### src/sv/hpsd_pkg.sv
package hpsd_pkg;

  // configuration port
  localparam int CfgIdxW  = 2;
  localparam int CfgDataW = 16;

  typedef enum logic [CfgIdxW-1:0] {
    REG_TARGET = 2'd0,
    REG_PROP   = 2'd1,
    REG_DERIV  = 2'd2,
    REG_INTEG  = 2'd3
  } cfg_reg_t;

  // register reset values
  localparam logic signed [13:0] TARGET_RESET = -14'sd960;
  localparam logic [15:0]        PROP_RESET   = 16'd256;
  localparam logic [15:0]        DERIV_RESET  = 16'd256;
  localparam logic [15:0]        INTEG_RESET  = 16'd51;

  // tilt trip limits, 1/16 degree (z limits include the 90 degree offset)
  localparam logic signed [12:0] TILT_HI   = 13'sd720;
  localparam logic signed [12:0] TILT_LO   = -13'sd720;
  localparam logic signed [12:0] Z_TRIP_HI = 13'sd2160;
  localparam logic signed [12:0] Z_TRIP_LO = 13'sd720;

  // heading error handling
  localparam logic signed [15:0] WRAP_ABOVE = 16'sd2880;
  localparam logic signed [15:0] FULL_TURN  = 16'sd5760;
  localparam logic signed [15:0] ERR_LIMIT  = 16'sd960;
  localparam logic signed [10:0] ERR_HI     = 11'sd960;
  localparam logic signed [10:0] ERR_LO     = -11'sd960;

  // integrator limits
  localparam logic signed [47:0] ACC_CAP     = 48'sh4000_0000_0000;
  localparam logic signed [47:0] ACC_CAP_NEG = -48'sh4000_0000_0000;
  localparam logic signed [49:0] ACC_MAX     = 50'sh0_7FFF_FFFF_FFFF;
  localparam logic signed [49:0] ACC_MIN     = -50'sh0_8000_0000_0000;

  // output scaling
  localparam logic signed [10:0] MS_PER_S    = 11'sd1000;
  localparam logic [16:0]        Q_CLIP      = 17'd100000;
  localparam logic [17:0]        RECIP_1000  = 18'd134218;
  localparam int                 RECIP_1000_SH = 27;
  localparam logic [10:0]        RECIP_10    = 11'd1639;
  localparam int                 RECIP_10_SH = 14;
  localparam logic [7:0]         OUT_LIMIT   = 8'd100;
  localparam logic [7:0]         CENTER      = 8'd90;
  localparam logic [6:0]         CENTER_L    = 7'd90;

  // products handed from the front stage to the scaling pipeline
  typedef struct packed {
    logic signed [27:0] kp_e;
    logic signed [33:0] kd_d;
    logic [39:0]        ki_lo;
    logic signed [40:0] ki_hi;
    logic               trip;
  } hpsd_prod_t;

endpackage

### src/sv/hpsd_if.sv
interface hpsd_in_if;
  logic               valid;
  logic               ready;
  logic [12:0]        heading;
  logic signed [12:0] tilt_y;
  logic signed [12:0] tilt_z_raw;
  logic signed [15:0] rate_y;
  logic [31:0]        now_ms;

  modport source (output valid, heading, tilt_y, tilt_z_raw, rate_y, now_ms, input ready);
  modport sink   (input valid, heading, tilt_y, tilt_z_raw, rate_y, now_ms, output ready);
endinterface


### src/sv/hpsd_front.sv
module hpsd_front import hpsd_pkg::*; (
  input  logic                clk,
  input  logic                rst,
  input  logic                cfg_we,
  input  logic [CfgIdxW-1:0]  cfg_idx,
  input  logic [CfgDataW-1:0] cfg_wdata,
  hpsd_in_if.sink             sample,
  input  logic                back_take,
  output logic                prod_valid,
  output hpsd_prod_t          prod
);

  logic signed [13:0] target;
  logic [15:0]        kp;
  logic [15:0]        kd;
  logic [15:0]        ki;

  logic               s1_valid;
  logic [12:0]        s1_heading;
  logic signed [12:0] s1_tilt_y;
  logic signed [12:0] s1_tilt_z;
  logic signed [15:0] s1_rate;
  logic [31:0]        s1_now;

  logic signed [47:0] integral_acc;
  logic [31:0]        prev_time;

  logic               en1;
  logic               en2;
  logic               trip;
  logic signed [15:0] err_raw;
  logic signed [15:0] err;
  logic signed [10:0] err_c;
  logic [31:0]        dt;
  logic signed [16:0] deriv;
  logic signed [47:0] acc_c;
  logic signed [48:0] step;
  logic signed [49:0] acc_sum;
  logic signed [47:0] integral_acc_next;
  hpsd_prod_t         prod_next;

  // configuration registers
  always_ff @(posedge clk) begin
    if (rst) begin
      target <= TARGET_RESET;
      kp     <= PROP_RESET;
      kd     <= DERIV_RESET;
      ki     <= INTEG_RESET;
    end else if (cfg_we) begin
      case (cfg_reg_t'(cfg_idx))
        REG_TARGET: target <= cfg_wdata[13:0];
        REG_PROP:   kp     <= cfg_wdata;
        REG_DERIV:  kd     <= cfg_wdata;
        REG_INTEG:  ki     <= cfg_wdata;
        default: ;
      endcase
    end
  end

  // stage enables, a stage moves when empty or when its successor moves
  assign en2          = !prod_valid || back_take;
  assign en1          = !s1_valid || en2;
  assign sample.ready = en1;

  // input register
  always_ff @(posedge clk) begin
    if (rst) begin
      s1_valid <= 1'b0;
    end else if (en1) begin
      s1_valid <= sample.valid;
    end
  end

  always_ff @(posedge clk) begin
    if (en1 && sample.valid) begin
      s1_heading <= sample.heading;
      s1_tilt_y  <= sample.tilt_y;
      s1_tilt_z  <= sample.tilt_z_raw;
      s1_rate    <= sample.rate_y;
      s1_now     <= sample.now_ms;
    end
  end

  // tilt check, heading error, elapsed time
  always_comb begin
    trip = (s1_tilt_y > TILT_HI) || (s1_tilt_y < TILT_LO) ||
           (s1_tilt_z > Z_TRIP_HI) || (s1_tilt_z < Z_TRIP_LO);

    err_raw = $signed({3'b000, s1_heading}) - 16'(target);
    err     = (err_raw > WRAP_ABOVE) ? err_raw - FULL_TURN : err_raw;

    if (err > ERR_LIMIT) begin
      err_c = ERR_HI;
    end else if (err < -ERR_LIMIT) begin
      err_c = ERR_LO;
    end else begin
      err_c = err[10:0];
    end

    dt    = s1_now - prev_time;
    deriv = (dt != '0) ? -17'(s1_rate) : '0;
  end

  // integrator: capped copy for the gain product, saturating update
  always_comb begin
    if (integral_acc > ACC_CAP) begin
      acc_c = ACC_CAP;
    end else if (integral_acc < ACC_CAP_NEG) begin
      acc_c = ACC_CAP_NEG;
    end else begin
      acc_c = integral_acc;
    end

    step    = 49'(err) * 49'($signed({1'b0, dt}));
    acc_sum = 50'(integral_acc) + 50'(step);

    if (acc_sum > ACC_MAX) begin
      integral_acc_next = ACC_MAX[47:0];
    end else if (acc_sum < ACC_MIN) begin
      integral_acc_next = ACC_MIN[47:0];
    end else begin
      integral_acc_next = acc_sum[47:0];
    end
  end

  // controller state, untouched on a tilt trip
  always_ff @(posedge clk) begin
    if (rst) begin
      integral_acc <= '0;
      prev_time    <= '0;
    end else if (s1_valid && en2 && !trip) begin
      integral_acc <= integral_acc_next;
      prev_time    <= s1_now;
    end
  end

  // gain products, integral product split in two halves
  always_comb begin
    prod_next.kp_e  = 28'($signed({1'b0, kp})) * 28'(err_c);
    prod_next.kd_d  = 34'($signed({1'b0, kd})) * 34'(deriv);
    prod_next.ki_lo = 40'(ki) * 40'(acc_c[23:0]);
    prod_next.ki_hi = 41'($signed({1'b0, ki})) * 41'($signed(acc_c[47:24]));
    prod_next.trip  = trip;
  end

  always_ff @(posedge clk) begin
    if (rst) begin
      prod_valid <= 1'b0;
    end else if (en2) begin
      prod_valid <= s1_valid;
    end
  end

  always_ff @(posedge clk) begin
    if (en2) begin
      prod <= prod_next;
    end
  end

endmodule

### src/flat_wrapper.sv
// flat-port wrapper written by rule: the top's interface ports become plain ports
module hpsd_front_flat import hpsd_pkg::*;
  (clk, rst, cfg_we, cfg_idx, cfg_wdata, back_take, prod_valid, prod, sample_valid, sample_heading, sample_tilt_y, sample_tilt_z_raw, sample_rate_y, sample_now_ms, sample_ready);
  hpsd_in_if sample_i ();
  input  logic clk;
  input  logic rst;
  input  logic cfg_we;
  input  logic [CfgIdxW-1:0] cfg_idx;
  input  logic [CfgDataW-1:0] cfg_wdata;
  input  logic back_take;
  output logic prod_valid;
  output hpsd_prod_t prod;
  input wire logic [$bits(sample_i.valid)-1:0] sample_valid;
  input wire logic [$bits(sample_i.heading)-1:0] sample_heading;
  input wire logic [$bits(sample_i.tilt_y)-1:0] sample_tilt_y;
  input wire logic [$bits(sample_i.tilt_z_raw)-1:0] sample_tilt_z_raw;
  input wire logic [$bits(sample_i.rate_y)-1:0] sample_rate_y;
  input wire logic [$bits(sample_i.now_ms)-1:0] sample_now_ms;
  output wire logic [$bits(sample_i.ready)-1:0] sample_ready;
  assign sample_i.valid = sample_valid;
  assign sample_i.heading = sample_heading;
  assign sample_i.tilt_y = sample_tilt_y;
  assign sample_i.tilt_z_raw = sample_tilt_z_raw;
  assign sample_i.rate_y = sample_rate_y;
  assign sample_i.now_ms = sample_now_ms;
  assign sample_ready = sample_i.ready;
  hpsd_front u_core (.clk(clk), .rst(rst), .cfg_we(cfg_we), .cfg_idx(cfg_idx), .cfg_wdata(cfg_wdata), .sample(sample_i), .back_take(back_take), .prod_valid(prod_valid), .prod(prod));
endmodule
### config.mk
export PLATFORM = sky130hd
export DESIGN_NAME = hpsd_front_flat
export DESIGN_NICKNAME = d
export VERILOG_FILES = /design/src/sv/hpsd_pkg.sv /design/src/sv/hpsd_if.sv /design/src/sv/hpsd_front.sv /design/src/flat_wrapper.sv
export SDC_FILE = /design/constraint.sdc
export NUM_CORES = 2
export LEC_CHECK = 0
export BUFFER_PORTS_ARGS = -buffer_cell sky130_fd_sc_hd__buf_2
export CAP_MARGIN = 40
export CORE_MARGIN = 2
export CORE_UTILIZATION = 30
export CTS_CLUSTER_DIAMETER = 150
export DETAILED_ROUTE_END_ITERATION = 8
export SYNTH_ARGS = -nofsm -noshare
export SYNTH_HDL_FRONTEND = slang
export SYNTH_SLANG_ARGS = --single-unit
### constraint.sdc
create_clock -name clk -period 10.5 [get_ports clk]
set_input_delay 1.05 -clock clk [delete_from_list [all_inputs] [get_ports clk]]
set_output_delay 1.05 -clock clk [all_outputs]
set_load 0.01 [all_outputs]
Word-level counts from Yosys, hierarchy flattened
Cells that the tools add are included.
{"block": "totals", "reg_bits": 375, "in_bits": 110, "output_inout_bits": 146, "wordCells": 67}
{"block": "op_classes", "add_sub_neg": 5, "n_mul": 5, "magnitude_cmp": 11, "eq_ne": 3, "n_mux": 8, "reduce_logical": 17}
{"operator": "$mux 48", "n": 4}
{"operator": "$add 48x49->50", "n": 1}
{"operator": "$gt 50x48->1 const B", "n": 1}
{"operator": "$lt 50x48->1 const B", "n": 1}
{"operator": "$mul 16x33->49", "n": 1}
{"operator": "$gt 48x48->1 const B", "n": 1}
{"operator": "$lt 48x47->1 const B", "n": 1}
{"operator": "$mul 17x24->41", "n": 1}
{"operator": "$mul 16x24->40", "n": 1}
{"operator": "$mul 17x17->34", "n": 1}
{"operator": "$reduce_bool 32->1", "n": 1}
{"operator": "$sub 32x32->32", "n": 1}
{"operator": "$mul 17x11->28", "n": 1}
{"operator": "$lt 13x11->1 const B", "n": 2}
{"operator": "$mux 11", "n": 2}
{"operator": "$mux 17", "n": 1}
{"operator": "$neg 17->17", "n": 1}
{"operator": "$gt 16x11->1 const B", "n": 1}
{"operator": "$gt 16x13->1 const B", "n": 1}
{"operator": "$lt 16x11->1 const B", "n": 1}
{"operator": "$mux 16", "n": 1}
{"operator": "$sub 16x14->16 const B", "n": 1}
{"operator": "$sub 14x14->15", "n": 1}
{"operator": "$gt 13x11->1 const B", "n": 1}
{"operator": "8 further kinds", "n": 20}

Logic depth before layout (Yosys ltp)
{"block": "logic_depth", "depth_word": 8, "ltp_mapped": 42, "mapped_depth_nobuf": 39}

Worst setup path before layout
OpenSTA, ideal clock, no wires.
{"block": "synth_path", "path_type": "register to register", "from": "reg u_core.s1_now[0]", "to": "reg, netlist name u_core.prod[112]", "setup_time_ps": 260, "t_arrival_ps": 9195, "required_time_ps": 10240, "setup_slack_ps": 1045, "stages_incl_launch_ff": 38, "path_buffers": 2, "period_less_slack_ps": 9455, "cell_sequence": "edfxtp_1 -> inv_1 -> ha_1 -> inv_1 -> fa_1 -> a21o_1 -> a221oi_2 -> a2bb2oi_2 -> a21oi_1 -> o21ai_2 -> o31ai_1 -> xor2_1 -> a2111oi_0 -> nand4b_1 -> or4_4 -> buf_6 -> buf_2 -> and3_1 -> [2 not listed] -> fa_1 -> inv_1 -> fa_1 -> fa_1 -> fa_1 -> inv_1 -> fa_1 -> inv_1 -> ha_1 -> nand2_1 -> a21oi_1 -> o41ai_1 -> o21ai_0 -> o211ai_1 -> or3b_2 -> a31o_2 -> a21oi_1 -> xnor2_1"}
{"element": "start: declaration", "line_no": "hpsd_front.sv:23", "rtl": "logic [31:0] s1_now;"}
{"element": "start signal: assignment", "line_no": "hpsd_front.sv:80", "rtl": "s1_now <= sample.now_ms;"}

Worst setup path after layout
{"block": "layout_path", "from": "reg u_core.s1_heading[0]", "to": "reg u_core.integral_acc[1]"}
{"block": "layout_via", "elab_chain_cells": 8, "word_cells_on_any_way": 10, "classes_between": "3 x add/sub; 1 x mul; 3 x order compare; 3 x mux"}
{"element": "start: declaration", "line_no": "hpsd_front.sv:19", "rtl": "logic [12:0] s1_heading;"}
{"element": "start signal: assignment", "line_no": "hpsd_front.sv:76", "rtl": "s1_heading <= sample.heading;"}
{"element": "$sub 14x14->15 (*)", "line_no": "hpsd_front.sv:89", "rtl": "err_raw = $signed({3'b000, s1_heading}) - 16'(target);"}
{"element": "$sub 16x14->16 or $gt 16x13->1 (tied branches)", "line_no": "hpsd_front.sv:90", "rtl": "err = (err_raw > WRAP_ABOVE) ? err_raw - FULL_TURN : err_raw;"}
{"element": "$mux 16 (*)", "line_no": "hpsd_front.sv:90"}
{"element": "$mul 16x33->49 (*)", "line_no": "hpsd_front.sv:114", "rtl": "step = 49'(err) * 49'($signed({1'b0, dt}));"}
{"element": "$add 48x49->50 (*)", "line_no": "hpsd_front.sv:115", "rtl": "acc_sum = 50'(integral_acc) + 50'(step);"}
{"element": "$lt 50x48->1", "line_no": "hpsd_front.sv:119", "rtl": "end else if (acc_sum < ACC_MIN) begin"}
{"element": "$mux 48", "line_no": "hpsd_front.sv:119"}
{"element": "$mux 48 (*)", "line_no": "hpsd_front.sv:117", "rtl": "if (acc_sum > ACC_MAX) begin"}
{"element": "end signal: assignment", "line_no": "hpsd_front.sv:132", "rtl": "integral_acc <= integral_acc_next;"}
{"element": "end: declaration", "line_no": "hpsd_front.sv:25", "rtl": "logic signed [47:0] integral_acc;"}
Mark *: on every way between the ends. The rest lies on a longest branch, timed or not.
A chain may end at the register's enable or synchronous reset.

==> results.md <==
* Io pins at 256
* Post-Synthesis Cells at 8,293
* Drt via density at between 4 and 5
* Nets@finish at 10,600
* Critical R2R Launch: u_core.s1_heading[0]$_DFFE_PP_
* Routability cong. at 0.912
* Max Clock Freq at 0.0981 GHz
* Clock Tree Root: clkbuf_16
* Initial DRT Pass Iterations at 5
* Setup crit end kind: flip-flop
* DP HPWL at 177,000 um
* Most common cell after layout, fill and taps aside: inv_1
* TritonCTS clock tree: done
* R2R Setup Slk at 310 ps
* FILL cells at about 26,000
* Cell with the most instances on the worst path: fa_1
* Vias in the first global route at 61,800
* Min-Delay Endpoint: u_core.prev_time[28]$_SDFFE_PP0P_
* Post-synth net total at 10,500
* CP max stage delay at 620 ps
* Max Slew Vio Count at 0
* FP Rows at 183
* FF-to-FF path depth at 38
* IO Port Bufs at 255
* First-pass GRT wire length at around 350,000 um
* Clock period minus worst slack at 10,190 ps
* Layout overhead on the synthesized area at 10.7%
* Via count at 57,700
* Antenna violations before repair at 42
* # clock sinks at about 380
* Yosys warns at 0
* Commonest non-fill, non-tap cells in the layout: inv_1, fa_1, nand2_1, ha_1, and3_1
* WS Path Type: reg -> reg
* Max-Cap Viols at 0
* Routed wire length at 222,000 um
* CP Launch Point: u_core.s1_heading[0]$_DFFE_PP_
* Die area at 0.255 mm2
* H-Tree Depth at 2
* Final ANT Viol Nets at 0
* Deepest clock path buffer count at 3
* Post-synth EDFFs at about 230
* Syn Area/Cell at 9.08 um2
* Async SR Flop Fraction at 0%
* Clock transition at path regs at 70 ps
* Total GRT Usage at approximately 17%
* Seq cells post-synth at ~380
* Worst-Skew Late Latency at 690 ps
* Slew HR at 35.2%
* Worst EP arrival at 10,790 ps
* Post-Syn Area at 0.0753 mm2
* DR DRC count at 0
* Critical path's top delay family: adder cells
* CP max FO at 46
* Num CTS Buffers at 51
* Layout cell share with drive strength beyond 1 at 8.33%
* Final period util at 97.1%
* Post-synthesis sequential area ratio at about an eighth
* RR Endpoint: u_core.integral_acc[1]$_SDFFE_PP0P_
* Clock Skew at 20.6 ps
* Top FF cell, synth: edfxtp_1
* Final Hold Fails at 0
* Core area at between 0.2 and 0.25 mm2
* CP Launch Type: flip-flop
* Hold path start: u_core.prev_time[28]$_SDFFE_PP0P_
* Largest net degree at the start of global routing at 121
* Worst Hold Depth at 2
* Die X at 505 um
* Required @ worst endpoint at 11,100 ps
* Synth cell types at 89
* Actual slew at the worst max-slew pin at slightly below 1000 ps
* Status: complete, no violations
* Setup TNS at 0 ps
* HP Class: reg -> reg
* Initial Utilization at roughly 30%
* DRT iter0 DRCs at roughly 3,800
* CP max stage cell: fa_1
* Multi-input logic area at 0.0573 mm2
* Hold buffers post-CTS at 0
* Die height at 505 um
* Grt ovf at 0
* Sequential cell area at ~0.0098 mm2
* Final setup vio count at 0
* Worst Hold Margin at 452 ps
* Wire per inst at 18.8 um
* Critical path buffers and inverters at 12
[stage by stage]
stage	util, %	cell area [um2]	instances	setup WS, ps
floorplan	-	75300	8293	1040
finish	33.5	83400	11800	309
CTS	33.3	83000	11800	19.3
global route	33.5	83400	11800	-53.9
detailed placement	32.6	81200	11700	16.8
global placement	32.5	80900	11700	193
[how the worst max path moves through the flow]
stage | endpoint | depth (start not counted)
global placement | u_core.integral_acc[26]$_SDFFE_PP0P_ | 38
global route | u_core.prod[113]$_DFFE_PP_ | 38
CTS | u_core.integral_acc[15]$_SDFFE_PP0P_ | 37
floorplan | u_core.prod[112]$_DFFE_PP_ | 37
finish | u_core.integral_acc[1]$_SDFFE_PP0P_ | 38
detailed placement | u_core.integral_acc[33]$_SDFFE_PP0P_ | 37
[synthesized netlist by cell type (143+ instances only)]
cell type	instances	area share, %
edfxtp_1	231	9.2
a21oi_1	298	2.0
xnor2_1	170	2.0
fa_1	1487	40
clkbuf_1	375	1.9
and3_1	471	3.9
and2_1	143	1.2
nand3_1	226	1.5
nand2_1	1122	5.6
o21ai_0	157	1.0
dfxtp_1	144	3.8
inv_1	1829	9.1
ha_1	620	10
nor2_1	227	1.1
[kinds of logic after synthesis]
logic type | synth area share (%)
multiplexers | 0.110
XOR/XNOR | 2.80
AND/OR/NAND/NOR | 16.1
flip-flops | 13.0
buffers and inverters | 11.4
AO/OA/AOI/OAI | 6.68
adder cells (fa/ha/maj) | 49.8
[flip-flops by register name (all words and copies together), names as in the netlist]
register             count
u_core.prod            144
u_core.integral_acc     48
u_core.prev_time        32
u_core.s1_now           32
u_core.kd               16
u_core.ki               16
u_core.kp               16
u_core.s1_rate          16
u_core.target           14
u_core.s1_heading       13
u_core.s1_tilt_y        13
u_core.s1_tilt_z        13
u_core.prod_valid        1
u_core.s1_valid          1
[layer usage]
layer	global-route usage (%)	part of all wire, %	wire length (um)
met5	0	0.070	156
met1	21.8	40	89400
met3	2.69	6.5	14400
met4	5.65	3.5	7760
met2	30.1	50	110000
[area by class of cell]
class / count / area share (%)
timing repair buffer: 495 / 4.08
antenna: 19 / 0.0570
clock inverter: 40 / 0.495
sequential: 375 / 11.8
clock buffer: 56 / 1.57
inverter: 1829 / 8.24
tap: 3330 / 5.00
multi-input combinational: 5669 / 68.8
[what timing repair did]
item	in CTS	in global routing
setup endpoints to repair	0	65
resized for setup	0	44
setup buffers	0	12
[worst register-to-register path, delay by kind of cell, from the launching register on]
family | cells | cell delay, ps
xor+xnor | 3 | 880
flops | 1 | 360
buf+inv | 12 | 1780
mux | 1 | 280
simple gates | 5 | 930
fa+ha+maj | 9 | 4110
compound gates | 8 | 1810
Power is left out: the tool's default activity adds up to more than one toggle a clock period on the data nets, which glitch-free logic cannot reach.
