[src/sv/hpsd_pkg.sv]
package hpsd_pkg;

  // configuration port
  localparam int CfgIdxW  = 2;
  localparam int CfgDataW = 16;

  typedef enum logic [CfgIdxW-1:0] {
    REG_TARGET = 2'd0,
    REG_PROP   = 2'd1,
    REG_DERIV  = 2'd2,
    REG_INTEG  = 2'd3
  } cfg_reg_t;

  // register reset values
  localparam logic signed [13:0] TARGET_RESET = -14'sd960;
  localparam logic [15:0]        PROP_RESET   = 16'd256;
  localparam logic [15:0]        DERIV_RESET  = 16'd256;
  localparam logic [15:0]        INTEG_RESET  = 16'd51;

  // tilt trip limits, 1/16 degree (z limits include the 90 degree offset)
  localparam logic signed [12:0] TILT_HI   = 13'sd720;
  localparam logic signed [12:0] TILT_LO   = -13'sd720;
  localparam logic signed [12:0] Z_TRIP_HI = 13'sd2160;
  localparam logic signed [12:0] Z_TRIP_LO = 13'sd720;

  // heading error handling
  localparam logic signed [15:0] WRAP_ABOVE = 16'sd2880;
  localparam logic signed [15:0] FULL_TURN  = 16'sd5760;
  localparam logic signed [15:0] ERR_LIMIT  = 16'sd960;
  localparam logic signed [10:0] ERR_HI     = 11'sd960;
  localparam logic signed [10:0] ERR_LO     = -11'sd960;

  // integrator limits
  localparam logic signed [47:0] ACC_CAP     = 48'sh4000_0000_0000;
  localparam logic signed [47:0] ACC_CAP_NEG = -48'sh4000_0000_0000;
  localparam logic signed [49:0] ACC_MAX     = 50'sh0_7FFF_FFFF_FFFF;
  localparam logic signed [49:0] ACC_MIN     = -50'sh0_8000_0000_0000;

  // output scaling
  localparam logic signed [10:0] MS_PER_S    = 11'sd1000;
  localparam logic [16:0]        Q_CLIP      = 17'd100000;
  localparam logic [17:0]        RECIP_1000  = 18'd134218;
  localparam int                 RECIP_1000_SH = 27;
  localparam logic [10:0]        RECIP_10    = 11'd1639;
  localparam int                 RECIP_10_SH = 14;
  localparam logic [7:0]         OUT_LIMIT   = 8'd100;
  localparam logic [7:0]         CENTER      = 8'd90;
  localparam logic [6:0]         CENTER_L    = 7'd90;

  // products handed from the front stage to the scaling pipeline
  typedef struct packed {
    logic signed [27:0] kp_e;
    logic signed [33:0] kd_d;
    logic [39:0]        ki_lo;
    logic signed [40:0] ki_hi;
    logic               trip;
  } hpsd_prod_t;

endpackage

[src/sv/hpsd_if.sv]


interface hpsd_out_if;
  logic       valid;
  logic       ready;
  logic [6:0] left_servo;
  logic [7:0] right_servo;
  logic       tilt_tripped;

  modport source (output valid, left_servo, right_servo, tilt_tripped, input ready);
  modport sink   (input valid, left_servo, right_servo, tilt_tripped, output ready);
endinterface

[src/sv/hpsd_back.sv]
module hpsd_back import hpsd_pkg::*; (
  input  logic       clk,
  input  logic       rst,
  input  logic       prod_valid,
  input  hpsd_prod_t prod,
  output logic       back_take,
  hpsd_out_if.source drive
);

  logic               s3_valid;
  logic signed [44:0] s3_pd1000;
  logic signed [63:0] s3_kacc;
  logic               s3_trip;

  logic               s4_valid;
  logic [16:0]        s4_q;
  logic               s4_neg;
  logic               s4_trip;

  logic               s5_valid;
  logic [7:0]         s5_v;
  logic               s5_trip;

  logic               en3;
  logic               en4;
  logic               en5;
  logic               en_o;

  logic signed [34:0] pd;
  logic signed [44:0] pd1000;
  logic signed [63:0] kacc;
  logic signed [63:0] sum;
  logic [63:0]        mag;
  logic [51:0]        q;
  logic [16:0]        q_c;
  logic [34:0]        q_scaled;
  logic [7:0]         deg_mag;
  logic [7:0]         v;
  logic [10:0]        x9;
  logic [21:0]        x_scaled;
  logic [7:0]         servo;
  logic [6:0]         left_next;
  logic [7:0]         right_next;

  // stage enables
  assign en_o      = !drive.valid || drive.ready;
  assign en5       = !s5_valid || en_o;
  assign en4       = !s4_valid || en5;
  assign en3       = !s3_valid || en4;
  assign back_take = en3;

  always_ff @(posedge clk) begin
    if (rst) begin
      s3_valid    <= 1'b0;
      s4_valid    <= 1'b0;
      s5_valid    <= 1'b0;
      drive.valid <= 1'b0;
    end else begin
      if (en3)  s3_valid    <= prod_valid;
      if (en4)  s4_valid    <= s3_valid;
      if (en5)  s5_valid    <= s4_valid;
      if (en_o) drive.valid <= s5_valid;
    end
  end

  // pd term scaled to ms, integral product reassembled
  always_comb begin
    pd     = 35'($signed(prod.kp_e)) + 35'($signed(prod.kd_d));
    pd1000 = 45'(pd) * 45'(MS_PER_S);
    kacc   = (64'($signed(prod.ki_hi)) <<< 24) + $signed({24'b0, prod.ki_lo});
  end

  always_ff @(posedge clk) begin
    if (en3) begin
      s3_pd1000 <= pd1000;
      s3_kacc   <= kacc;
      s3_trip   <= prod.trip;
    end
  end

  // full sum, magnitude over 4096, clipped where the output saturates
  always_comb begin
    sum = 64'(s3_pd1000) + s3_kacc;
    mag = sum[63] ? 64'(-sum) : 64'(sum);
    q   = mag[63:12];
    q_c = (q >= 52'(Q_CLIP)) ? Q_CLIP : q[16:0];
  end

  always_ff @(posedge clk) begin
    if (en4) begin
      s4_q    <= q_c;
      s4_neg  <= sum[63];
      s4_trip <= s3_trip;
    end
  end

  // divide by 1000 with a reciprocal, then offset into 0..200
  always_comb begin
    q_scaled = 35'(s4_q) * 35'(RECIP_1000);
    deg_mag  = q_scaled[RECIP_1000_SH +: 8];
    v        = s4_neg ? OUT_LIMIT - deg_mag : OUT_LIMIT + deg_mag;
  end

  always_ff @(posedge clk) begin
    if (en5) begin
      s5_v    <= v;
      s5_trip <= s4_trip;
    end
  end

  // map to 0..180 as v*9/10, split into left and right commands
  always_comb begin
    x9         = 11'({s5_v, 3'b000}) + 11'(s5_v);
    x_scaled   = 22'(x9) * 22'(RECIP_10);
    servo      = x_scaled[RECIP_10_SH +: 8];
    left_next  = (servo > CENTER) ? CENTER_L : servo[6:0];
    right_next = (servo < CENTER) ? CENTER : servo;
  end

  // output register, centered on a tilt trip
  always_ff @(posedge clk) begin
    if (en_o) begin
      if (s5_trip) begin
        drive.left_servo  <= CENTER_L;
        drive.right_servo <= CENTER;
      end else begin
        drive.left_servo  <= left_next;
        drive.right_servo <= right_next;
      end
      drive.tilt_tripped <= s5_trip;
    end
  end

endmodule

[src/flat_wrapper.sv]
// flat-port wrapper written by rule: the top's interface ports become plain ports
module hpsd_back_flat import hpsd_pkg::*;
  (clk, rst, prod_valid, prod, back_take, drive_valid, drive_left_servo, drive_right_servo, drive_tilt_tripped, drive_ready);
  hpsd_out_if drive_i ();
  input  logic clk;
  input  logic rst;
  input  logic prod_valid;
  input  hpsd_prod_t prod;
  output logic back_take;
  output wire logic [$bits(drive_i.valid)-1:0] drive_valid;
  output wire logic [$bits(drive_i.left_servo)-1:0] drive_left_servo;
  output wire logic [$bits(drive_i.right_servo)-1:0] drive_right_servo;
  output wire logic [$bits(drive_i.tilt_tripped)-1:0] drive_tilt_tripped;
  input wire logic [$bits(drive_i.ready)-1:0] drive_ready;
  assign drive_valid = drive_i.valid;
  assign drive_left_servo = drive_i.left_servo;
  assign drive_right_servo = drive_i.right_servo;
  assign drive_tilt_tripped = drive_i.tilt_tripped;
  assign drive_i.ready = drive_ready;
  hpsd_back u_core (.clk(clk), .rst(rst), .prod_valid(prod_valid), .prod(prod), .back_take(back_take), .drive(drive_i));
endmodule
[config.mk]
export PLATFORM = sky130hd
export DESIGN_NAME = hpsd_back_flat
export DESIGN_NICKNAME = d
export VERILOG_FILES = /design/src/sv/hpsd_pkg.sv /design/src/sv/hpsd_if.sv /design/src/sv/hpsd_back.sv /design/src/flat_wrapper.sv
export SDC_FILE = /design/constraint.sdc
export NUM_CORES = 1
export LEC_CHECK = 0
export ABC_AREA = 0
export BUFFER_PORTS_ARGS = -buffer_cell sky130_fd_sc_hd__buf_4
export CORE_MARGIN = 2
export CORE_UTILIZATION = 23
export DETAILED_ROUTE_END_ITERATION = 6
export PLACE_DENSITY = 0.46
export SYNTH_ARGS = -nofsm -noshare
export SYNTH_HDL_FRONTEND = slang
export SYNTH_SLANG_ARGS = --single-unit
[constraint.sdc]
create_clock -name clk -period 30.3 [get_ports clk]
set_input_delay 6.06 -clock clk [delete_from_list [all_inputs] [get_ports clk]]
set_output_delay 6.06 -clock clk [all_outputs]
set_load 0.01 [all_outputs]
After elaboration in Yosys (flattened, before gate mapping)
Index checks and enable logic that the tools add are counted.
{"block": "totals", "romBits": 0, "in_bits": 148, "latchBits": 0, "mem_count": 0, "ram_bits": 0, "output_inout_bits": 18, "ff_bits": 155, "word_cells": 40}
{"block": "op_classes", "n_shift": 0, "n_bitwise": 0, "mul": 3, "add_sub_neg": 7, "div": 0, "eq_ne": 0, "muxes": 2, "n_reduce_logical": 10, "n_lt_le_gt_ge": 3}
{"operator": "$add A45 B64 Y64", "n": 1}
{"operator": "$add A64 B41 Y64", "n": 1}
{"operator": "$mux W64", "n": 1}
{"operator": "$neg A64 Y64", "n": 1}
{"operator": "$ge A52 B17 Y1 const B", "n": 1}
{"operator": "$mul A35 B8 Y42 const B", "n": 1}
{"operator": "$add A28 B34 Y35", "n": 1}
{"operator": "$mul A17 B17 Y34 const B", "n": 1}
{"operator": "$mul A11 B11 Y22 const B", "n": 1}
{"operator": "$add A11 B8 Y11", "n": 1}
{"operator": "$add A7 B8 Y8 const A", "n": 1}
{"operator": "$gt A8 B7 Y1 const B", "n": 1}
{"operator": "$lt A8 B7 Y1 const B", "n": 1}
{"operator": "$mux W8", "n": 1}
{"operator": "$sub A7 B8 Y8 const A", "n": 1}
{"operator": "$logic_not A1 Y1", "n": 4}
{"operator": "$logic_or A1 B1 Y1", "n": 4}
{"operator": "$reduce_or A2 Y1", "n": 2}

Logic depth before layout (Yosys ltp)
Gate-level depths: netlist of the first run.
{"block": "depth", "word_depth": 5, "mapped_depth": 36, "ltp_nobuf": 36}

Worst setup path before layout of the first run
Ideal clock, no wire load.
{"block": "synth_path", "path_kind": "input to output", "start": "input port drive_ready", "end": "output port back_take", "t_arrival_ns": 8.661, "n_path_buf": 0, "stages": 3, "path_slack_ns": 15.579, "required_ns": 24.240, "path_cell_list": "nor2b_1 > and3_1 > nand2_1"}
{"block": "synth_via", "elab_chain_len": 4}
{"item": "start, declared", "line_no": "flat_wrapper.sv:14", "source": "input wire logic [$bits(drive_i.ready)-1:0] drive_ready;"}
{"item": "$logic_or A1 B1 Y1", "line_no": "hpsd_back.sv:46", "source": "assign en_o = !drive.valid || drive.ready;"}
{"item": "$logic_or A1 B1 Y1", "line_no": "hpsd_back.sv:47", "source": "assign en5 = !s5_valid || en_o;"}
{"item": "$logic_or A1 B1 Y1", "line_no": "hpsd_back.sv:48", "source": "assign en4 = !s4_valid || en5;"}
{"item": "$logic_or A1 B1 Y1", "line_no": "hpsd_back.sv:49", "source": "assign en3 = !s3_valid || en4;"}
{"item": "end, declared", "line_no": "flat_wrapper.sv:9", "source": "output logic back_take;"}
Every way passes these cells.

Worst setup path after layout of the first run
{"block": "layout_path", "start": "input port prod[82] in the netlist's numbering", "end": "register u_core.s3_pd1000[44] (data pin)"}
{"block": "layout_via", "elab_chain_len": 2}
{"item": "start, declared", "line_no": "flat_wrapper.sv:8", "source": "input hpsd_prod_t prod;"}
{"item": "$add A28 B34 Y35", "line_no": "hpsd_back.sv:68", "source": "pd = 35'($signed(prod.kp_e)) + 35'($signed(prod.kd_d));"}
{"item": "$mul A35 B8 Y42", "line_no": "hpsd_back.sv:69", "source": "pd1000 = 45'(pd) * 45'(MS_PER_S);"}
{"item": "net u_core.pd1000[44]", "line_no": "hpsd_back.sv:30", "source": "logic signed [44:0] pd1000;"}
{"item": "end signal, assigned", "line_no": "hpsd_back.sv:75", "source": "s3_pd1000 <= pd1000;"}
{"item": "end, declared", "line_no": "hpsd_back.sv:11", "source": "logic signed [44:0] s3_pd1000;"}
The timed path passes the listed nets, and every way through them passes these cells.
A chain may end at the register's enable or synchronous reset.

==> results of run 1 <==
## final timing paths
path / from / end / slack (ps) / depth (start not counted)
worst min register to register: u_core.s4_trip$_DFFE_PP_ / u_core.s5_trip$_DFFE_PP_ / 430 / 0
worst max register to register: u_core.s5_v[0]$_DFFE_PP_ / u_core.drive.left_servo[1]$_SDFFCE_PP1P_ / 22390 / 26
worst min-delay path: u_core.s4_trip$_DFFE_PP_ / u_core.s5_trip$_DFFE_PP_ / 430 / 0
worst max-delay path: prod[82] / u_core.s3_pd1000[44]$_DFFE_PP_ / 15460 / 35
## area by class of cell
class                           count  share of cell area
Multi-Input combinational cell   2208               0.650
Sequential cell                   155               0.154
Inverter                          537              0.0673
Tap cell                         1512              0.0632
Timing Repair Buffer              179              0.0449
Clock buffer                       17              0.0142
Clock inverter                     15             0.00639
## critical path: cells and delay by family
kind	cells	cell delay, ps
buffers and inverters	5	320
adder cells (fa/ha/maj)	6	2310
AND/OR/NAND/NOR	5	1390
AO/OA/AOI/OAI	15	3770
XOR/XNOR	4	1190
## logic make-up after synthesis
logic type | after synthesis | synth area share
AO/OA/AOI/OAI | 641 | 0.162
adder cells (fa/ha/maj) | 645 | 0.365
buffers and inverters | 596 | 0.0859
XOR/XNOR | 195 | 0.0649
multiplexers | 16 | 0.00618
flip-flops | 155 | 0.175
AND/OR/NAND/NOR | 711 | 0.140
## state kept, by name, indices dropped and copies added (netlist names)
signal,count
u_core.drive.left_servo,7
u_core.drive.right_servo,8
u_core.drive.tilt_tripped,1
u_core.drive.valid,1
u_core.s3_kacc,64
u_core.s3_pd1000,42
u_core.s3_trip,1
u_core.s3_valid,1
u_core.s4_neg,1
u_core.s4_q,17
u_core.s4_trip,1
u_core.s4_valid,1
u_core.s5_trip,1
u_core.s5_v,8
u_core.s5_valid,1
## metrics by stage
step / worst slack (ps) / utilization / hold WS, ps
after detailed placement: 14850 / 0.258 / 411
after floorplan: 15580 / - / 400
after global placement: 14820 / 0.258 / 408
after CTS: 15310 / 0.263 / 430
final: 15460 / 0.263 / 425
after global routing: 14640 / 0.263 / 432
## metal layers
| metal | vias to the layer above | track usage |
|---|---|---|
| met3 | 46 | 0.0107 |
| met2 | 213 | 0.199 |
| met5 | - | 0 |
| li1 | 10600 | - |
| met4 | 0 | 0.0255 |
| met1 | 9599 | 0.144 |
## placed cells by master (no fill, tap or decap), types with 68 or more instances in the layout
master	n
nand2_1	153
inv_1	536
nor2_1	159
buf_4	179
ha_1	438
xnor2_1	120
nand3_1	79
o21ai_0	119
edfxtp_1	151
fa_1	206
xor2_1	75
a21o_1	68
a21oi_1	177
==> report_table.html, run 1 <==
<table>
<tr><th>Metric</th><th>Value</th></tr>
<tr><th colspan="2">Die</th></tr>
<tr><td>Die Ht</td><td>between 300 and 400 um</td></tr>
<tr><td>Die area</td><td>between 0.1 and 0.15 sq mm</td></tr>
<tr><td>Die extent in x</td><td>around 340 um</td></tr>
<tr><td>Top Ports</td><td>approximately 170</td></tr>
<tr><td># rows</td><td>124</td></tr>
<tr><td>Core footprint</td><td>about 0.11 sq mm</td></tr>
<tr><td>Effective utilization at floorplan</td><td>0.231</td></tr>
<tr><th colspan="2">Clock network</th></tr>
<tr><td>CTS tree</td><td>yes</td></tr>
<tr><td>Clock transition time at the flip-flop clock pins of the worst setup and hold paths</td><td>80 ps</td></tr>
<tr><td>Cts bufs inserted</td><td>17</td></tr>
<tr><td>Number of gates resized after cts</td><td>0</td></tr>
<tr><td>Root buf cell</td><td>clkbuf_16</td></tr>
<tr><td>Number of H-tree branching levels</td><td>4</td></tr>
<tr><td>Hold-fix buffers, CTS</td><td>0</td></tr>
<tr><td>Buffers inserted during post-CTS setup optimization</td><td>0</td></tr>
<tr><td>Maximum count of clock buffers along a single path</td><td>2</td></tr>
<tr><td>Clock Latency Late Sink</td><td>between 400 and 500 ps</td></tr>
<tr><td>Total clock sinks</td><td>about 160</td></tr>
<tr><th colspan="2">STA</th></tr>
<tr><td>Setup TNS</td><td>0 ps</td></tr>
<tr><td>Unrepaired setup endpoints after global routing</td><td>no</td></tr>
<tr><td>Rel. slew slack</td><td>0.119</td></tr>
<tr><td>Final critical-path share of the clock period</td><td>0.490</td></tr>
<tr><td>Clock period minus worst slack</td><td>roughly 15000 ps</td></tr>
<tr><td>Hold Fails Final Rpt</td><td>0</td></tr>
<tr><td>Worst clock skew</td><td>13.7 ps</td></tr>
<tr><td>Count of pins over their slew limit</td><td>0</td></tr>
<tr><td>Final-report setup violation count</td><td>0</td></tr>
<tr><td>Worst-Margin Slew</td><td>between 1000 and 1500 ps</td></tr>
<tr><td>Maximum achievable frequency</td><td>0.0674 GHz</td></tr>
<tr><th colspan="2">Final layout</th></tr>
<tr><td>Fill count</td><td>between 10k and 15k</td></tr>
<tr><td>Final Cell Area</td><td>about 0.03 sq mm</td></tr>
<tr><td>Number of non-filler instances in the completed layout</td><td>approximately 4.6k</td></tr>
<tr><td>Storage element area</td><td>0.00461 sq mm</td></tr>
<tr><td>Share of cells above drive strength 1</td><td>0.0852</td></tr>
<tr><td>Signed area change from the synthesized netlist to the final layout</td><td>13.8%</td></tr>
<tr><td>Number of antenna repair diodes</td><td>0</td></tr>
<tr><td>Combined area of the multi-input logic cells</td><td>0.0195 sq mm</td></tr>
<tr><td>Final layout net count</td><td>3890</td></tr>
<tr><th colspan="2">Run status</th></tr>
<tr><td>Result of the run</td><td>completed</td></tr>
<tr><th colspan="2">Synth</th></tr>
<tr><td>Warnings, synthesis</td><td>0</td></tr>
<tr><td>Most common cell in the netlist</td><td>inv_1</td></tr>
<tr><td>Top post-synthesis cells by count</td><td>536 x inv_1, 438 x ha_1, 206 x fa_1</td></tr>
<tr><td>Number of enable-type register cells in the synthesized netlist</td><td>about 150</td></tr>
<tr><td>Synthesized instance count</td><td>2959</td></tr>
<tr><td>Post-Synthesis Mean Instance Area</td><td>between 8 and 9 sq um</td></tr>
<tr><td>Cell area after technology mapping</td><td>approximately 0.026 sq mm</td></tr>
<tr><td>Synth area leaders</td><td>ha_1 21%, edfxtp_1 17%, fa_1 16%, inv_1 7.6%, xnor2_1 4.0%</td></tr>
<tr><td>Net count of the mapped netlist</td><td>roughly 3.8k</td></tr>
<tr><td>Flops &amp; latches, synth</td><td>~160</td></tr>
<tr><td>Dominant cell type by area after synthesis</td><td>ha_1</td></tr>
<tr><td>Async set-or-reset flop fraction in the synthesized netlist</td><td>0</td></tr>
<tr><td>Portion of synthesized cell area occupied by the leading cell type</td><td>0.208</td></tr>
<tr><td>Unique cell type count in the Yosys netlist</td><td>96</td></tr>
<tr><td>Share of the yosys chip area belonging to registers</td><td>0.175</td></tr>
<tr><td>Most frequently used flop master after synthesis</td><td>edfxtp_1</td></tr>
<tr><th colspan="2">Routing</th></tr>
<tr><td>Number of search-and-repair iterations in the first detailed-routing pass</td><td>5</td></tr>
<tr><td>Total routed wire length on the met1 layer</td><td>30600 um</td></tr>
<tr><td>Top sig layer</td><td>met4</td></tr>
<tr><td>Met2 layer wire length in the routed design</td><td>approximately 32000 um</td></tr>
<tr><td>Met3 Routed Length</td><td>approximately 1200 um</td></tr>
<tr><td>Via total after detailed routing</td><td>~20k</td></tr>
<tr><td>DR WL/cell</td><td>about 14 um</td></tr>
<tr><td>Antenna-violating nets left</td><td>0</td></tr>
<tr><td>Iter 0 DRT Violations</td><td>around 870</td></tr>
<tr><td>Post-route DRC</td><td>0</td></tr>
<tr><td>Average via count per standard cell</td><td>around 4.4</td></tr>
<tr><td>Drt total wl</td><td>approximately 65000 um</td></tr>
<tr><th colspan="2">Job</th></tr>
<tr><td>Max-capacitance violation count</td><td>0</td></tr>
<tr><th colspan="2">Global routing</th></tr>
<tr><td>Pin count of the biggest net entering global routing</td><td>53</td></tr>
<tr><td>Initial antenna violation count</td><td>3</td></tr>
<tr><td>Global Route Usage Sum</td><td>0.111</td></tr>
<tr><td>Leftover overflow at the end of global routing</td><td>0</td></tr>
<tr><td>Number of global-route vias before repair</td><td>~21k</td></tr>
<tr><td>First-pass GRT wire length</td><td>between 100000 and 150000 um</td></tr>
<tr><th colspan="2">Setup path</th></tr>
<tr><td>Kind of end point of the critical path</td><td>register</td></tr>
<tr><td>Data required time of the critical path</td><td>about 31000 ps</td></tr>
<tr><td>WS Path Type</td><td>in -&gt; reg</td></tr>
<tr><td>Arrival time at the worst endpoint</td><td>15050 ps</td></tr>
<tr><td>Critical path fanouts, max</td><td>8</td></tr>
<tr><td>Longest individual stage delay on the worst path</td><td>around 730 ps</td></tr>
<tr><td>Cell with the biggest individual delay on the critical path</td><td>o41ai_1</td></tr>
<tr><td>Type of origin of the critical path</td><td>primary input</td></tr>
<tr><th colspan="2">Place</th></tr>
<tr><td>Global placement routability congestion</td><td>~0.81</td></tr>
<tr><td>Placed insts</td><td>between 4k and 5k</td></tr>
<tr><td>HPWL after DPL</td><td>between 50000 and 60000 um</td></tr>
<tr><td>Standard cell area after detailed placement</td><td>slightly below 0.03 sq mm</td></tr>
<tr><td>Quantity of I/O buffers inserted on ports</td><td>between 150 and 200</td></tr>
<tr><th colspan="2">Hold path</th></tr>
<tr><td>Class of the most critical hold timing path</td><td>reg -&gt; reg</td></tr>
</table>
Power of run 1 is left out: the tool's default activity adds up to more than one toggle a clock period on the data nets, which glitch-free logic cannot reach.
==> inputs of run 2 (changes only) <==
--- a/config.mk
+++ b/config.mk
@@ -10,7 +10,7 @@
 export CORE_MARGIN = 2
 export CORE_UTILIZATION = 23
 export DETAILED_ROUTE_END_ITERATION = 6
-export PLACE_DENSITY = 0.46
+export PLACE_DENSITY = 0.48
 export SYNTH_ARGS = -nofsm -noshare
 export SYNTH_HDL_FRONTEND = slang
 export SYNTH_SLANG_ARGS = --single-unit
==> constraint.sdc (replaced) <==
create_clock -name clk -period 13.2 [get_ports clk]
set_input_delay 2.64 -clock clk [delete_from_list [all_inputs] [get_ports clk]]
set_output_delay 2.64 -clock clk [all_outputs]
set_load 0.01 [all_outputs]
==> run 2 against run 1 <==
  * Sequential share of layout area hardly changed
  * Hold slack got worse by 2.9 ps
  * Design area hardly changed
  * Count of clock-buffer cells in the layout unchanged
  * First-iteration DRC count rose by 3.3%
  * Utilization barely moved
  * Critical path depth down 3
  * Die area did not move
  * Clock skew down 3.9 ps
  * Non-clock buffer count is 2 lower
  * Highest routed layer unchanged
==> report_table.html, run 2 (synthesis results as in run 1) <==
<table>
<tr><th>Metric</th><th>Value</th></tr>
<tr><th colspan="2">Setup path</th></tr>
<tr><td>Kind of end point of the critical path</td><td>register</td></tr>
<tr><td>Data required time of the critical path</td><td>13400 ps (-17110 ps)</td></tr>
<tr><td>WS Path Type</td><td>in -&gt; reg</td></tr>
<tr><td>Critical path fanouts, max</td><td>5 (-3)</td></tr>
<tr><td>Launching point of the worst reg2reg path</td><td>u_core.s5_v[0]$_DFFE_PP_</td></tr>
<tr><td>Reg2Reg Capture Point</td><td>u_core.drive.left_servo[1]$_SDFFCE_PP1P_</td></tr>
<tr><td>Type of origin of the critical path</td><td>primary input</td></tr>
<tr><td>Arrival time at the worst endpoint</td><td>11550 ps (-3500 ps)</td></tr>
<tr><td>Worst path top cell family by delay</td><td>compound AO/OA/AOI/OAI gates</td></tr>
<tr><td>Reg-to-reg setup timing slack</td><td>5290 ps (-17100 ps)</td></tr>
<tr><td>Cell with the biggest individual delay on the critical path</td><td>a2111oi_0</td></tr>
<tr><td>Number of buffers and inverters on the critical path</td><td>6 (+1)</td></tr>
<tr><td>Number of cells on the worst reg-to-reg path</td><td>26 (unchanged)</td></tr>
<tr><td>Longest individual stage delay on the worst path</td><td>720 ps (about the same)</td></tr>
<tr><th colspan="2">Final layout</th></tr>
<tr><td>Most used cells in the layout excluding fill and tap cells</td><td>536 x inv_1, 438 x ha_1, 206 x fa_1</td></tr>
<tr><td>Signed area change from the synthesized netlist to the final layout</td><td>13.7% (about the same)</td></tr>
<tr><td>Final layout net count</td><td>3888 (-0.051%)</td></tr>
<tr><td>Most common library cell in the layout ignoring fill and taps</td><td>inv_1</td></tr>
<tr><td>Share of cells above drive strength 1</td><td>0.0846 (-0.000588)</td></tr>
<tr><td>Storage element area</td><td>0.00461 sq mm (unchanged)</td></tr>
<tr><td>Most flops, register</td><td>u_core.s3_kacc</td></tr>
<tr><td>Combined area of the multi-input logic cells</td><td>0.0195 sq mm (unchanged)</td></tr>
<tr><td>Number of antenna repair diodes</td><td>0 (unchanged)</td></tr>
<tr><td>Number of non-filler instances in the completed layout</td><td>4621 (-0.043%)</td></tr>
<tr><td>Fill count</td><td>12.4k (+0.39%)</td></tr>
<tr><td>Largest registers</td><td>u_core.s3_kacc (64), u_core.s3_pd1000 (42), u_core.s4_q (17)</td></tr>
<tr><td>Flip-flop count of the largest register, all copies and words added</td><td>64 (unchanged)</td></tr>
<tr><th colspan="2">STA</th></tr>
<tr><td>Worst clock skew</td><td>9.78 ps (-3.89 ps)</td></tr>
<tr><td>Final-report setup violation count</td><td>0 (unchanged)</td></tr>
<tr><td>Setup TNS</td><td>0 ps (unchanged)</td></tr>
<tr><td>Final critical-path share of the clock period</td><td>0.860</td></tr>
<tr><td>Rel. slew slack</td><td>0.324 (+0.205)</td></tr>
<tr><td>Hold Fails Final Rpt</td><td>0 (unchanged)</td></tr>
<tr><td>Worst-Margin Slew</td><td>1010 ps (-293 ps)</td></tr>
<tr><td>Count of pins over their slew limit</td><td>0 (unchanged)</td></tr>
<tr><td>Maximum achievable frequency</td><td>about 0.088 GHz</td></tr>
<tr><td>Clock period minus worst slack</td><td>approximately 11000 ps</td></tr>
<tr><td>Unrepaired setup endpoints after global routing</td><td>no</td></tr>
<tr><th colspan="2">Die</th></tr>
<tr><td>Effective utilization at floorplan</td><td>0.231 (unchanged)</td></tr>
<tr><td># rows</td><td>124 (unchanged)</td></tr>
<tr><td>Core footprint</td><td>0.114 sq mm (unchanged)</td></tr>
<tr><td>Top Ports</td><td>166 (unchanged)</td></tr>
<tr><td>Die extent in x</td><td>342 um (unchanged)</td></tr>
<tr><td>Die area</td><td>0.117 sq mm (unchanged)</td></tr>
<tr><td>Die Ht</td><td>342 um (unchanged)</td></tr>
<tr><th colspan="2">Clock network</th></tr>
<tr><td>Hold-fix buffers, CTS</td><td>0 (unchanged)</td></tr>
<tr><td>Buffers inserted during post-CTS setup optimization</td><td>0 (unchanged)</td></tr>
<tr><td>Number of H-tree branching levels</td><td>4 (unchanged)</td></tr>
<tr><td>Root buf cell</td><td>clkbuf_16</td></tr>
<tr><td>Clock Latency Late Sink</td><td>460 ps (about the same)</td></tr>
<tr><td>Total clock sinks</td><td>155 (unchanged)</td></tr>
<tr><td>Number of gates resized after cts</td><td>0 (unchanged)</td></tr>
<tr><td>Cts bufs inserted</td><td>17 (unchanged)</td></tr>
<tr><td>Maximum count of clock buffers along a single path</td><td>2 (unchanged)</td></tr>
<tr><td>CTS tree</td><td>yes</td></tr>
<tr><td>Clock transition time at the flip-flop clock pins of the worst setup and hold paths</td><td>60 ps (-20 ps)</td></tr>
<tr><th colspan="2">Global routing</th></tr>
<tr><td>Leftover overflow at the end of global routing</td><td>0 (unchanged)</td></tr>
<tr><td>First-pass GRT wire length</td><td>106000 um (-0.76%)</td></tr>
<tr><td>Global Route Usage Sum</td><td>0.110 (-0.00102)</td></tr>
<tr><td>Number of global-route vias before repair</td><td>20.7k (-0.29%)</td></tr>
<tr><td>Initial antenna violation count</td><td>6 (+3)</td></tr>
<tr><td>Pin count of the biggest net entering global routing</td><td>79 (+49%)</td></tr>
<tr><th colspan="2">Place</th></tr>
<tr><td>Quantity of I/O buffers inserted on ports</td><td>164 (unchanged)</td></tr>
<tr><td>HPWL after DPL</td><td>54700 um (-1.3%)</td></tr>
<tr><td>Placed insts</td><td>4588 (-0.065%)</td></tr>
<tr><td>Global placement routability congestion</td><td>0.829 (+2.9%)</td></tr>
<tr><th colspan="2">Routing</th></tr>
<tr><td>Number of search-and-repair iterations in the first detailed-routing pass</td><td>5 (unchanged)</td></tr>
<tr><td>Iter 0 DRT Violations</td><td>897 (+3.3%)</td></tr>
<tr><td>Drt total wl</td><td>63800 um (-1.4%)</td></tr>
<tr><td>Antenna-violating nets left</td><td>0 (unchanged)</td></tr>
<tr><td>DR WL/cell</td><td>13.8 um (-1.4%)</td></tr>
<tr><td>Post-route DRC</td><td>0 (unchanged)</td></tr>
<tr><td>Average via count per standard cell</td><td>4.46 (+0.92%)</td></tr>
<tr><td>Via total after detailed routing</td><td>20.6k (+0.87%)</td></tr>
<tr><th colspan="2">Job</th></tr>
<tr><td>Max-capacitance violation count</td><td>0 (unchanged)</td></tr>
<tr><th colspan="2">Run status</th></tr>
<tr><td>Result of the run</td><td>completed</td></tr>
<tr><th colspan="2">Hold path</th></tr>
<tr><td>Class of the most critical hold timing path</td><td>reg -&gt; reg</td></tr>
<tr><td>Hold Path Stages</td><td>0 (unchanged)</td></tr>
<tr><td>Worst Hold End</td><td>u_core.s4_trip$_DFFE_PP_</td></tr>
<tr><td>Worst Min Path Start</td><td>u_core.s3_trip$_DFFE_PP_</td></tr>
</table>
run 2: cell count changes in the layout (fill, tap and decap cells not counted), sizes merged:
cell,before,now
clkinvlp,0,2
inv,545,541
clkinv,7,6
bufinv,0,3
clkbuf,17,18
buf,179,176
run 2: stage by stage:
step / worst slack [ps] / util / hold slack [ps] / instance area (sq um)
floorplan: 2820 / - / 400 / 26300
global placement: 1210 / 0.257 / 423 / 29300
global route: 926 / 0.263 / 433 / 29900
finish: 1850 / 0.263 / 422 / 29900
detailed placement: 1190 / 0.257 / 408 / 29300
CTS: 1640 / 0.263 / 428 / 29900
run 2: cell type report:
| cell class | count | share of cell area |
|---|---|---|
| multi-input cells | 2208 | 0.650 |
| clock buffers | 17 | 0.0142 |
| flip-flops and latches | 155 | 0.154 |
| repair buffers | 177 | 0.0444 |
| inverters | 537 | 0.0674 |
| clock inverters | 15 | 0.00631 |
| well taps | 1512 | 0.0632 |
run 2: worst max-delay path by stage:
stage                                           to     start  cells after the start
floorplan           u_core.s3_pd1000[44]$_DFFE_PP_  prod[83]                     30
global placement    u_core.s3_pd1000[44]$_DFFE_PP_  prod[83]                     32
detailed placement  u_core.s3_pd1000[44]$_DFFE_PP_  prod[83]                     32
CTS                 u_core.s3_pd1000[44]$_DFFE_PP_  prod[83]                     32
global route        u_core.s3_pd1000[44]$_DFFE_PP_  prod[82]                     35
finish              u_core.s3_pd1000[44]$_DFFE_PP_  prod[83]                     32
run 2: layer usage:
metal  share of wire  GRT usage  vias up  routed length [um]
met5               0          0        -                   0
met4           0.016     0.0284        0                1050
met3           0.019    0.00915       46                1180
met2            0.50      0.198      248               31700
met1            0.47      0.142     9732               29900
li1                -          -    10600                   -
Power of run 2 is left out for the same reason.
==> inputs of run 3 (changes only) <==
--- a/config.mk
+++ b/config.mk
@@ -8,9 +8,9 @@
 export ABC_AREA = 0
 export BUFFER_PORTS_ARGS = -buffer_cell sky130_fd_sc_hd__buf_4
 export CORE_MARGIN = 2
-export CORE_UTILIZATION = 23
+export CORE_UTILIZATION = 53
 export DETAILED_ROUTE_END_ITERATION = 6
-export PLACE_DENSITY = 0.48
+export PLACE_DENSITY = 0.83
 export SYNTH_ARGS = -nofsm -noshare
 export SYNTH_HDL_FRONTEND = slang
 export SYNTH_SLANG_ARGS = --single-unit
==> run 3 against run 2 <==
  * The run now ends with DRC left
  * Wire length decreased by 11%
  * Hold slack gained 12 ps
  * Worst setup slack improved by 68 ps
  * Sequential share of layout area increased by 0.60 points
  * Count of clock-buffer cells in the layout up 1
  * Utilization rose by 33 points
  * Flip-flop and latch count unchanged
==> report_table.html, run 3 (synthesis results as in run 1) <==
<table>
<tr><th>Metric</th><th>Value</th></tr>
<tr><th colspan="2">Run status</th></tr>
<tr><td>Result of the run</td><td>complete, but fails checks</td></tr>
<tr><td>Violations in the final reports</td><td>DRC</td></tr>
<tr><th colspan="2">Final layout</th></tr>
<tr><td>Signed area change from the synthesized netlist to the final layout</td><td>9.45%</td></tr>
<tr><td>Share of cells above drive strength 1</td><td>0.0834 (-0.00121)</td></tr>
<tr><td>Most used cells in the layout excluding fill and tap cells</td><td>536 x inv_1, 438 x ha_1, 206 x fa_1</td></tr>
<tr><td>Final layout net count</td><td>3885 (-0.077%)</td></tr>
<tr><td>Number of antenna repair diodes</td><td>0 (unchanged)</td></tr>
<tr><td>Largest registers</td><td>u_core.s3_kacc (64), u_core.s3_pd1000 (42), u_core.s4_q (17)</td></tr>
<tr><td>Most common library cell in the layout ignoring fill and taps</td><td>inv_1</td></tr>
<tr><td>Flip-flop count of the largest register, all copies and words added</td><td>64 (unchanged)</td></tr>
<tr><td>Final Util</td><td>0.589 (+0.326)</td></tr>
<tr><td>Number of non-filler instances in the completed layout</td><td>3770 (-18%)</td></tr>
<tr><td>Most flops, register</td><td>u_core.s3_kacc</td></tr>
<tr><th colspan="2">Clock network</th></tr>
<tr><td>Buffers inserted during post-CTS setup optimization</td><td>0 (unchanged)</td></tr>
<tr><td>Cts bufs inserted</td><td>17 (unchanged)</td></tr>
<tr><td>Number of H-tree branching levels</td><td>4 (unchanged)</td></tr>
<tr><td>Number of gates resized after cts</td><td>0 (unchanged)</td></tr>
<tr><td>CTS tree</td><td>yes</td></tr>
<tr><td>Maximum count of clock buffers along a single path</td><td>2 (unchanged)</td></tr>
<tr><td>Total clock sinks</td><td>155 (unchanged)</td></tr>
<tr><td>Clock transition time at the flip-flop clock pins of the worst setup and hold paths</td><td>70 ps (about the same)</td></tr>
<tr><td>Root buf cell</td><td>clkbuf_16</td></tr>
<tr><td>Clock Latency Late Sink</td><td>450 ps (about the same)</td></tr>
<tr><td>Hold-fix buffers, CTS</td><td>0 (unchanged)</td></tr>
<tr><th colspan="2">Global routing</th></tr>
<tr><td>Number of global-route vias before repair</td><td>21.0k (+1.2%)</td></tr>
<tr><td>Pin count of the biggest net entering global routing</td><td>81 (+2.5%)</td></tr>
<tr><td>Global Route Usage Sum</td><td>0.226 (+0.116)</td></tr>
<tr><td>Initial antenna violation count</td><td>0 (-6)</td></tr>
<tr><td>Leftover overflow at the end of global routing</td><td>0 (unchanged)</td></tr>
<tr><td>First-pass GRT wire length</td><td>96000 um (-9.5%)</td></tr>
<tr><th colspan="2">Hold path</th></tr>
<tr><td>Class of the most critical hold timing path</td><td>reg -&gt; reg</td></tr>
<tr><th colspan="2">Die</th></tr>
<tr><td>Effective utilization at floorplan</td><td>0.538 (+0.307)</td></tr>
<tr><td>Die Ht</td><td>227 um (-34%)</td></tr>
<tr><td># rows</td><td>81 (-35%)</td></tr>
<tr><td>Die area</td><td>0.0515 sq mm (-56%)</td></tr>
<tr><td>Core footprint</td><td>0.0490 sq mm (-57%)</td></tr>
<tr><td>Top Ports</td><td>166 (unchanged)</td></tr>
<tr><td>Die extent in x</td><td>227 um (-34%)</td></tr>
<tr><th colspan="2">Routing</th></tr>
<tr><td>Via total after detailed routing</td><td>21.3k (+3.5%)</td></tr>
<tr><td>DR WL/cell</td><td>15.0 um (+8.5%)</td></tr>
<tr><td>Antenna-violating nets left</td><td>0 (unchanged)</td></tr>
<tr><td>Drt total wl</td><td>56500 um (-11%)</td></tr>
<tr><td>Number of search-and-repair iterations in the first detailed-routing pass</td><td>7 (+2)</td></tr>
<tr><td>Post-route DRC</td><td>1 (+1)</td></tr>
<tr><td>Average via count per standard cell</td><td>5.65 (+27%)</td></tr>
<tr><td>Iter 0 DRT Violations</td><td>1138 (+27%)</td></tr>
<tr><th colspan="2">STA</th></tr>
<tr><td>Clock period minus worst slack</td><td>11280 ps (-68.4 ps)</td></tr>
<tr><td>Hold Fails Final Rpt</td><td>0 (unchanged)</td></tr>
<tr><td>Count of pins over their slew limit</td><td>0 (unchanged)</td></tr>
<tr><td>Rel. slew slack</td><td>0.222 (-0.102)</td></tr>
<tr><td>Unrepaired setup endpoints after global routing</td><td>no</td></tr>
<tr><td>Worst-Margin Slew</td><td>1160 ps (+141 ps)</td></tr>
<tr><td>Final-report setup violation count</td><td>0 (unchanged)</td></tr>
<tr><td>Maximum achievable frequency</td><td>0.0886 GHz (+0.61%)</td></tr>
<tr><td>Worst clock skew</td><td>16.1 ps (+6.33 ps)</td></tr>
<tr><td>Final critical-path share of the clock period</td><td>0.855 (-0.00518)</td></tr>
<tr><td>Final worst-path setup slack</td><td>1920 ps (+68.4 ps)</td></tr>
<tr><td>Setup TNS</td><td>0 ps (unchanged)</td></tr>
<tr><th colspan="2">Setup path</th></tr>
<tr><td>Data required time of the critical path</td><td>13390 ps (about the same)</td></tr>
<tr><td>Type of origin of the critical path</td><td>primary input</td></tr>
<tr><td>Critical path fanouts, max</td><td>8 (+3)</td></tr>
<tr><td>WS Path Type</td><td>in -&gt; reg</td></tr>
<tr><td>Cell with the biggest individual delay on the critical path</td><td>o41ai_1</td></tr>
<tr><td>Kind of end point of the critical path</td><td>register</td></tr>
<tr><td>Longest individual stage delay on the worst path</td><td>650 ps (-70 ps)</td></tr>
<tr><td>Arrival time at the worst endpoint</td><td>11470 ps (-80 ps)</td></tr>
<tr><th colspan="2">Place</th></tr>
<tr><td>Placed insts</td><td>3738 (-19%)</td></tr>
<tr><td>Global placement routability congestion</td><td>0.916 (+10%)</td></tr>
<tr><td>Worst slack, placed</td><td>1390 ps (+197 ps)</td></tr>
<tr><td>Quantity of I/O buffers inserted on ports</td><td>164 (unchanged)</td></tr>
<tr><td>HPWL after DPL</td><td>47500 um (-13%)</td></tr>
<tr><th colspan="2">Job</th></tr>
<tr><td>Max-capacitance violation count</td><td>0 (unchanged)</td></tr>
</table>
run 3: changes by cell type in the layout (fill, tap and decap cells not counted):
cell / before / now
clkbuf_4: 1 / 0
clkinvlp_4: 2 / 3
inv_8: 0 / 3
clkbuf_1: 0 / 1
bufinv_16: 3 / 1
clkinv_8: 0 / 1
clkinv_2: 1 / 0
clkinv_4: 4 / 3
buf_4: 176 / 174
inv_6: 5 / 3
run 3: area by class of cell:
type                       instances  area, sq um
fill                            4136        20100
multi-input combinational       2208        19500
sequential                       155         4610
inverter                         537         2020
timing repair buffer             174         1310
tap                              664          831
clock buffer                      18          429
clock inverter                    14          155
run 3: worst max-delay path: cells and delay by family:
family | cells | cell delay (ps)
AO/OA/AOI/OAI | 15 | 3660
XOR/XNOR | 4 | 1150
adder cells (fa/ha/maj) | 6 | 2340
buffers and inverters | 5 | 340
AND/OR/NAND/NOR | 5 | 1330
run 3: layer usage:
layer | vias up | share of wire | track usage
li1 | 10600 | - | -
met1 | 10100 | 0.44 | 0.284
met2 | 517 | 0.50 | 0.411
met3 | 97 | 0.037 | 0.0207
met4 | 0 | 0.023 | 0.0671
met5 | - | 0 | 0
run 3: through the flow:
| step | cell area (sq um) | hold slack [ps] |
|---|---|---|
| detailed placement | 28200 | 419 |
| global placement | 28200 | 418 |
| CTS | 28800 | 438 |
| global route | 28800 | 454 |
| finish | 28800 | 434 |
| floorplan | 26300 | 400 |
run 3: final timing paths:
kind	startpoint	endpoint	slack, ps	cells after the start
worst min-delay path	u_core.s4_trip$_DFFE_PP_	u_core.s5_trip$_DFFE_PP_	430	0
worst max-delay path	prod[82]	u_core.s3_pd1000[44]$_DFFE_PP_	1920	35
worst max register to register	u_core.s5_v[0]$_DFFE_PP_	u_core.drive.left_servo[1]$_SDFFCE_PP1P_	5220	26
worst min register to register	u_core.s4_trip$_DFFE_PP_	u_core.s5_trip$_DFFE_PP_	430	0
Power of run 3 is left out for the same reason.
